### src/sv/cu_pkg.sv
// Shared widths, constants and structs for the combination unranker.
// No dependencies.
package cu_pkg;

  localparam int SizeW = 5;
  localparam int RankW = 31;
  localparam int ElemW = 31;
  localparam int ArgW  = 32;   // binomial n argument, up to k + rank
  localparam int BinW  = 33;   // saturated binomial, up to 2^32
  localparam int ProdW = 64;   // c * (m + i)
  localparam int DivBitsPerCycle = 8;
  localparam int DivCycles = ProdW / DivBitsPerCycle;
  localparam int DivCntW = $clog2(DivCycles);

  localparam logic [BinW-1:0] BinCap = {1'b1, {(BinW-1){1'b0}}};

  typedef struct packed {
    logic [SizeW-1:0] k;
    logic [RankW-1:0] rank;
  } job_t;

  typedef struct packed {
    logic             start;
    logic [ArgW-1:0]  n;
    logic [SizeW-1:0] k;
  } binom_req_t;

  typedef struct packed {
    logic            done;
    logic [BinW-1:0] value;
  } binom_rsp_t;

endpackage

### src/sv/cu_ifs.sv
// Valid/ready channel interfaces for the unranker command and result streams.
// Depends on cu_pkg.
interface cu_cmd_if;
  logic                          valid;
  logic                          ready;
  logic [cu_pkg::SizeW-1:0]      combination_size;
  logic [cu_pkg::RankW-1:0]      rank;
  modport source(output valid, combination_size, rank, input ready);
  modport sink(input valid, combination_size, rank, output ready);
endinterface

interface cu_res_if;
  logic                          valid;
  logic                          ready;
  logic [cu_pkg::ElemW-1:0]      element;
  logic                          last;
  modport source(output valid, element, last, input ready);
  modport sink(input valid, element, last, output ready);
endinterface

### src/sv/cu_front.sv
// Front end: accepts commands, clamps k, drops empty jobs, two-entry queue.
// Depends on cu_pkg and cu_ifs.
module cu_front #(
  parameter int K_MAX = 16
) (
  input  logic         clk,
  input  logic         rst,
  cu_cmd_if.sink       cmd,
  output cu_pkg::job_t job,
  output logic         job_valid,
  input  logic         job_pop
);

  cu_pkg::job_t              queue [2];
  logic                      wr_ptr;
  logic                      rd_ptr;
  logic [1:0]                count;
  logic [cu_pkg::SizeW-1:0]  k_clamped;
  logic                      push;

  assign k_clamped = (32'(cmd.combination_size) > K_MAX) ? cu_pkg::SizeW'(K_MAX)
                                                         : cmd.combination_size;
  assign cmd.ready = (count != 2'd2);
  // size zero makes no results: accepted, never queued
  assign push      = cmd.valid && cmd.ready && (k_clamped != '0);
  assign job_valid = (count != 2'd0);
  assign job       = queue[rd_ptr];

  always_ff @(posedge clk) begin
    if (push) begin
      queue[wr_ptr] <= '{k: k_clamped, rank: cmd.rank};
    end
  end

  always_ff @(posedge clk) begin
    if (rst) begin
      wr_ptr <= 1'b0;
      rd_ptr <= 1'b0;
      count  <= 2'd0;
    end else begin
      if (push) wr_ptr <= ~wr_ptr;
      if (job_pop) rd_ptr <= ~rd_ptr;
      count <= count + 2'(push) - 2'(job_pop);
    end
  end

endmodule

### src/sv/cu_binom.sv
// Iterative saturating binomial C(n,k): one multiply, then an 8-bit/cycle divide.
// Depends on cu_pkg.
module cu_binom (
  input  logic               clk,
  input  logic               rst,
  input  cu_pkg::binom_req_t req,
  output cu_pkg::binom_rsp_t rsp
);

  typedef enum logic [2:0] {
    B_IDLE = 3'b001,
    B_MUL  = 3'b010,
    B_DIV  = 3'b100
  } bstate_t;

  bstate_t                     state;
  logic [cu_pkg::ArgW-1:0]     m;
  logic [cu_pkg::SizeW-1:0]    kk;
  logic [cu_pkg::SizeW-1:0]    i;
  logic [cu_pkg::BinW-1:0]     c;
  logic [cu_pkg::ProdW-1:0]    prod;
  logic [cu_pkg::SizeW-1:0]    rem;
  logic [cu_pkg::DivCntW-1:0]  cnt;
  logic [cu_pkg::ProdW-1:0]    q_next;
  logic [cu_pkg::SizeW-1:0]    rem_next;

  // restoring division, eight quotient bits per cycle
  always_comb begin
    logic [cu_pkg::SizeW:0] r2;
    q_next   = prod;
    rem_next = rem;
    for (int j = 0; j < cu_pkg::DivBitsPerCycle; j++) begin
      r2     = {rem_next, q_next[cu_pkg::ProdW-1]};
      q_next = {q_next[cu_pkg::ProdW-2:0], 1'b0};
      if (r2 >= {1'b0, i}) begin
        r2        = r2 - {1'b0, i};
        q_next[0] = 1'b1;
      end
      rem_next = r2[cu_pkg::SizeW-1:0];
    end
  end

  always_ff @(posedge clk) begin
    if (rst) begin
      state    <= B_IDLE;
      rsp.done <= 1'b0;
    end else begin
      rsp.done <= 1'b0;
      case (state)
        B_IDLE: begin
          if (req.start) begin
            if (req.n < cu_pkg::ArgW'(req.k)) begin
              rsp.done  <= 1'b1;
              rsp.value <= '0;
            end else begin
              m     <= req.n - cu_pkg::ArgW'(req.k);
              kk    <= req.k;
              i     <= cu_pkg::SizeW'(1);
              c     <= cu_pkg::BinW'(1);
              state <= B_MUL;
            end
          end
        end
        B_MUL: begin
          prod  <= cu_pkg::ProdW'(c) * cu_pkg::ProdW'(m + cu_pkg::ArgW'(i));
          rem   <= '0;
          cnt   <= '0;
          state <= B_DIV;
        end
        B_DIV: begin
          prod <= q_next;
          rem  <= rem_next;
          cnt  <= cnt + 1'b1;
          if (cnt == cu_pkg::DivCntW'(cu_pkg::DivCycles - 1)) begin
            if (q_next > cu_pkg::ProdW'(cu_pkg::BinCap)) begin
              rsp.done  <= 1'b1;
              rsp.value <= cu_pkg::BinCap;
              state     <= B_IDLE;
            end else if (i == kk) begin
              rsp.done  <= 1'b1;
              rsp.value <= q_next[cu_pkg::BinW-1:0];
              state     <= B_IDLE;
            end else begin
              c     <= q_next[cu_pkg::BinW-1:0];
              i     <= i + 1'b1;
              state <= B_MUL;
            end
          end
        end
        default: state <= B_IDLE;
      endcase
    end
  end

endmodule

### src/sv/cu_back.sv
// Back end: per-element binary search for the largest n with C(n,k) <= rank.
// Depends on cu_pkg, cu_ifs and cu_binom.
module cu_back (
  input  logic         clk,
  input  logic         rst,
  input  cu_pkg::job_t job,
  input  logic         job_valid,
  output logic         job_pop,
  cu_res_if.source     res
);

  typedef enum logic [4:0] {
    S_IDLE  = 5'b00001,
    S_SETUP = 5'b00010,
    S_PROBE = 5'b00100,
    S_WAIT  = 5'b01000,
    S_EMIT  = 5'b10000
  } state_t;

  state_t                    state;
  logic [cu_pkg::SizeW-1:0]  k;
  logic [cu_pkg::RankW-1:0]  rank;
  logic [cu_pkg::ArgW-1:0]   lo;
  logic [cu_pkg::ArgW-1:0]   hi;
  logic [cu_pkg::ArgW-1:0]   mid;
  logic [cu_pkg::BinW-1:0]   clo;
  logic [cu_pkg::ArgW-1:0]   span;
  cu_pkg::binom_req_t        breq;
  cu_pkg::binom_rsp_t        brsp;
  logic                      out_load;

  cu_binom u_binom (
    .clk (clk),
    .rst (rst),
    .req (breq),
    .rsp (brsp)
  );

  assign span      = hi - lo;
  assign job_pop   = (state == S_IDLE) && job_valid;
  assign out_load  = (state == S_EMIT) && (!res.valid || res.ready);
  assign breq.start = (state == S_PROBE) && (span > cu_pkg::ArgW'(1));
  assign breq.n     = lo + (span >> 1);
  assign breq.k     = k;

  always_ff @(posedge clk) begin
    if (rst) begin
      state     <= S_IDLE;
      res.valid <= 1'b0;
    end else begin
      if (out_load) res.valid <= 1'b1;
      else if (res.ready) res.valid <= 1'b0;
      case (state)
        S_IDLE: begin
          if (job_valid) begin
            k     <= job.k;
            rank  <= job.rank;
            state <= S_SETUP;
          end
        end
        S_SETUP: begin
          lo    <= cu_pkg::ArgW'(k) - 1'b1;     // C(k-1,k) = 0
          hi    <= cu_pkg::ArgW'(k) + cu_pkg::ArgW'(rank);
          clo   <= '0;
          state <= S_PROBE;
        end
        S_PROBE: begin
          if (breq.start) begin
            mid   <= breq.n;
            state <= S_WAIT;
          end else begin
            state <= S_EMIT;
          end
        end
        S_WAIT: begin
          if (brsp.done) begin
            if (brsp.value <= cu_pkg::BinW'(rank)) begin
              lo  <= mid;
              clo <= brsp.value;
            end else begin
              hi <= mid;
            end
            state <= S_PROBE;
          end
        end
        S_EMIT: begin
          if (out_load) begin
            res.element <= lo[cu_pkg::ElemW-1:0];
            res.last    <= (k == cu_pkg::SizeW'(1));
            rank        <= rank - clo[cu_pkg::RankW-1:0];
            k           <= k - 1'b1;
            state       <= (k == cu_pkg::SizeW'(1)) ? S_IDLE : S_SETUP;
          end
        end
        default: state <= S_IDLE;
      endcase
    end
  end

endmodule

### src/sv/combination_unranker.sv
// Top level of the combination unranker: front end, job queue and search back end.
// Depends on cu_pkg, cu_ifs, cu_front and cu_back.
//
// Takes a size k and a rank and returns the k-combination at that rank in the
// combinatorial number system, largest element first, with last set on the
// final one. k is clamped to K_MAX; k of zero is accepted and yields nothing.
// Each element is found by a binary search over n (about log2(rank+1) probes,
// at most 31); each probe evaluates a saturating C(n,k) in the single binomial
// unit, one factor at a time: a multiply step, then an iterated divide by the
// factor index. The binomial unit sets the rate; one job is worked at a time
// while the front end queues up to two more, and the registered result output
// lets the next element be computed while the previous transaction waits on
// ready.
module combination_unranker #(
  parameter int K_MAX = 16
) (
  input  logic     clk,
  input  logic     rst,
  cu_cmd_if.sink   cmd,
  cu_res_if.source res
);

  cu_pkg::job_t job;
  logic         job_valid;
  logic         job_pop;

  // front: clamp, drop empty jobs, buffer
  cu_front #(.K_MAX(K_MAX)) u_front (
    .clk       (clk),
    .rst       (rst),
    .cmd       (cmd),
    .job       (job),
    .job_valid (job_valid),
    .job_pop   (job_pop)
  );

  // back: element search and result register
  cu_back u_back (
    .clk       (clk),
    .rst       (rst),
    .job       (job),
    .job_valid (job_valid),
    .job_pop   (job_pop),
    .res       (res)
  );

endmodule

### src/flat_wrapper.sv
// flat-port wrapper written by rule: the top's interface ports become plain ports
module combination_unranker_flat 
#(
  parameter int K_MAX = 16
)
  (clk, rst, cmd_valid, cmd_combination_size, cmd_rank, cmd_ready, res_valid, res_element, res_last, res_ready);
  cu_cmd_if cmd_i ();
  cu_res_if res_i ();
  input  logic clk;
  input  logic rst;
  input wire logic [$bits(cmd_i.valid)-1:0] cmd_valid;
  input wire logic [$bits(cmd_i.combination_size)-1:0] cmd_combination_size;
  input wire logic [$bits(cmd_i.rank)-1:0] cmd_rank;
  output wire logic [$bits(cmd_i.ready)-1:0] cmd_ready;
  output wire logic [$bits(res_i.valid)-1:0] res_valid;
  output wire logic [$bits(res_i.element)-1:0] res_element;
  output wire logic [$bits(res_i.last)-1:0] res_last;
  input wire logic [$bits(res_i.ready)-1:0] res_ready;
  assign cmd_i.valid = cmd_valid;
  assign cmd_i.combination_size = cmd_combination_size;
  assign cmd_i.rank = cmd_rank;
  assign cmd_ready = cmd_i.ready;
  assign res_valid = res_i.valid;
  assign res_element = res_i.element;
  assign res_last = res_i.last;
  assign res_i.ready = res_ready;
  combination_unranker #(.K_MAX(K_MAX)) u_core (.clk(clk), .rst(rst), .cmd(cmd_i), .res(res_i));
endmodule
### config.mk
export PLATFORM = sky130hd
export DESIGN_NAME = combination_unranker_flat
export DESIGN_NICKNAME = d
export VERILOG_FILES = /design/src/sv/cu_pkg.sv /design/src/sv/cu_ifs.sv /design/src/sv/cu_front.sv /design/src/sv/cu_binom.sv /design/src/sv/cu_back.sv /design/src/sv/combination_unranker.sv /design/src/flat_wrapper.sv
export SDC_FILE = /design/constraint.sdc
export NUM_CORES = 2
export LEC_CHECK = 0
export BUFFER_PORTS_ARGS = -buffer_cell sky130_fd_sc_hd__buf_2
export CORE_UTILIZATION = 25
export DETAILED_ROUTE_END_ITERATION = 8
export PLACE_DENSITY = 0.46
export SYNTH_ARGS = -nofsm -noshare
export SYNTH_HDL_FRONTEND = slang
export SYNTH_SLANG_ARGS = --single-unit
### constraint.sdc
create_clock -name clk -period 18.58 [get_ports clk]
set_input_delay 0 -clock clk [delete_from_list [all_inputs] [get_ports clk]]
set_output_delay 0 -clock clk [all_outputs]
set_load 0.05 [all_outputs]
==> key figures <==
Outcome
  • Status: finished clean

Routing
  • Routed len/inst: 19.2 µm
  • Number of detailed-route iterations in the first pass: 6
  • Iter 0 DRT Violations: 2512
  • Detailed-route via count: 43300
  • Final wirelength: 183 mm
  • Final ANT Viol Nets: 0
  • Drc violations: 0
  • Drt via density: 4.55

Global routing
  • Grt ovf: 0
  • First-pass GRT wire length: 286 mm
  • Global Route Usage Sum: 0.152
  • Largest net degree at the start of global routing: 94
  • Number of global-route vias before repair: 46400
  • Initial antenna violation count: 17

Clock tree
  • H-tree levels: 2
  • Root buffer cell: clkbuf_16
  • CTS tree: yes
  • Post_cts resized: 0
  • CTS Sinks: 462
  • Max clock buf depth: 3
  • Hold-fix buffers, CTS: 38
  • Post-CTS Setup Bufs: 0
  • Clock Latency Late Sink: 660 ps
  • Worst-path clk slew: 60 ps
  • CTS buffer count: 56

STA
  • Rel. slew slack: 0.157
  • Final setup TNS: 0 ps
  • Slew @ Worst Pin: 1260 ps
  • Setup Skew: 29.6 ps
  • Final Hold Fails: 0
  • Pins Over Slew Limit: 0
  • # setup viols final: 0
  • RSZ-0062 raised after global routing: false
  • Final period util: 0.894
  • Peak Freq: 0.0602 GHz
  • Min cycle time layout: 16620 ps

Worst setup path
  • Most frequent cell on the critical path: ha_1
  • CP max FO: 38
  • WS Path Type: reg2reg
  • Max incr delay on CP: 450 ps
  • Startpoint types: flip-flop
  • Critical Path Sink Type: flip-flop
  • CP arrival: 16940 ps
  • Required @ worst endpoint: 18910 ps
  • CP max-delay cell: a31oi_4

Yosys
  • Ys flop type: edfxtp_1
  • Fraction of registers with async set/reset: 0
  • Synthesized area per cell: 9.66 µm²
  • Sequential-to-total area share from yosys stat: 0.226
  • Synth Register Bits: 462
  • Syn Nets: 7723
  • Post-synth cell types: 89
  • Ys Warns: 0
  • Netlist Area Pre-Place: 60700 µm²
  • Number of synthesized flops with an enable pin: 447
  • Post-synthesis cell count: 6277

Floorplanning
  • CORE AREA: 241000 µm²
  • Die Area: 245000 µm²
  • Die height: 495 µm
  • Die width: 495 µm
  • Ports: 74
  • # rows: 180
  • Initial Util: 0.252

Finish
  • Register Area: 13700 µm²
  • Synth-to-Final Area Change: 11.1%
  • Share of cells above drive strength 1: 0.0608
  • FILL cells: 25500
  • Multi-input gate area in the final layout: 42000 µm²
  • # nets final: 7718
  • Fin cells: 9511

Worst hold path
  • HP Class: in2reg

Run
  • Max cap viols: 0

Placed design
  • Hpwl dp: 141 mm
  • Port Buffer Count: 73
  • Dpl cells: 9361
  • GPL Wtd Cong: 0.835
-- worst max-delay path, delay by kind of cell, from the launching register on --
kind                     cells  cell delay [ps]
multiplexers                 7             2340
AO/OA/AOI/OAI               25             6300
adder cells (fa/ha/maj)      8             2450
AND/OR/NAND/NOR             16             3530
flip-flops                   1              440
buffers and inverters        6             1130
-- stage by stage --
step	util	hold WS [ps]	setup WS [ps]	cell area, µm²
after global placement	0.270	188	1760	65100
after global routing	0.280	38.4	554	67400
after detailed placement	0.270	195	1850	65100
after floorplan	-	98.9	2260	60700
final	0.280	64.2	1960	67400
after CTS	0.280	16.1	1800	67400
-- worst paths after layout --
check                                                 from                                         to  slack, ps  cells past startpoint
setup / recovery  u_core.u_back.u_binom.i[4]$_SDFFCE_PN0P_  u_core.u_back.u_binom.c[10]$_SDFFCE_PN0P_       1960                     62
hold / removal                                cmd_rank[23]      u_core.u_front.queue[1][23]$_DFFE_PP_         60                      2
setup reg to reg  u_core.u_back.u_binom.i[4]$_SDFFCE_PN0P_  u_core.u_back.u_binom.c[10]$_SDFFCE_PN0P_       1960                     62
hold reg to reg   u_core.u_back.u_binom.rsp[33]$_SDFF_PP0_        u_core.u_back.state[2]$_SDFFE_PP0P_        500                      2
-- logic make-up (layout without fill, tap and decap cells) --
group | after synthesis | in the layout | share of synthesized area
compound gates | 705 | 705 | 0.0756
xor+xnor | 249 | 249 | 0.0359
fa+ha+maj | 1406 | 1406 | 0.410
buf+inv | 1414 | 1457 | 0.0879
flops | 462 | 462 | 0.226
mux | 71 | 71 | 0.0124
other cells | 0 | 6 | 0
simple gates | 1970 | 1970 | 0.152
-- sequential cells by signal, summed over array words and instances, names as in the netlist, 32 cells and up, named ones only --
name / count
u_core.u_back.hi: 32
u_core.u_back.lo: 32
u_core.u_back.mid: 32
u_core.u_back.u_binom.c: 33
u_core.u_back.u_binom.m: 32
u_core.u_back.u_binom.prod: 64
u_core.u_back.u_binom.rsp: 34
u_core.u_front.queue: 72
-- cells in the mapped netlist (all sizes together), types with 9 or more instances --
library cell / number / share of area
inv: 1136 / 0.070
a21oi: 206 / 0.017
or4: 10 / 0.0012
fa: 971 / 0.32
and2: 333 / 0.034
a211o: 11 / 0.0016
mux2: 29 / 0.0054
nand3: 63 / 0.0052
ha: 435 / 0.090
xnor2: 169 / 0.024
buf: 17 / 0.0014
o21ai: 150 / 0.012
nand3b: 12 / 0.0015
a31oi: 17 / 0.0021
and3: 58 / 0.0060
xor2: 80 / 0.012
edfxtp: 447 / 0.22
o21a: 44 / 0.0054
o31ai: 21 / 0.0026
or3: 25 / 0.0027
o211ai: 11 / 0.0014
a211oi: 24 / 0.0030
nand4: 34 / 0.0035
nor3: 56 / 0.0047
mux2i: 42 / 0.0069
nor4: 27 / 0.0030
nor2b: 33 / 0.0034
dfxtp: 15 / 0.0049
nor2: 204 / 0.013
a2111oi: 9 / 0.0016
o21bai: 24 / 0.0030
a21o: 105 / 0.013
nand2: 1042 / 0.064
clkbuf: 261 / 0.016
nand2b: 28 / 0.0029
nor3b: 10 / 0.0013
a21boi: 10 / 0.0012
-- cell type report --
cell class,count,area share
Clock inverter,42,0.00650
Multi-Input combinational cell,4401,0.623
Timing Repair Buffer,215,0.0230
Inverter,1136,0.0633
Sequential cell,462,0.204
Antenna cell,6,0.000223
Tap cell,3185,0.0591
Clock buffer,64,0.0212
-- cell usage in the layout (no fill, tap or decap), types with 147 or more instances in the layout --
cell type  synthesis  routed
o21ai_0          147     147
and2_1           333     332
inv_1           1136    1136
xnor2_1          169     148
ha_1             435     435
edfxtp_1         447     447
nor2_1           199     193
fa_1             971     971
a21oi_1          202     202
nand2_1         1042    1041
-- metal layers --
layer | global-route usage | wire length, µm | part of all wire
met1 | 0.212 | 86100 | 0.47
met2 | 0.255 | 86500 | 0.47
met3 | 0.0132 | 6720 | 0.037
met4 | 0.0298 | 3620 | 0.020
met5 | 0 | 46 | 0.00025
Power is not shown: default switching activity piles up to over one toggle a cycle in this logic, so the estimate is an artifact.
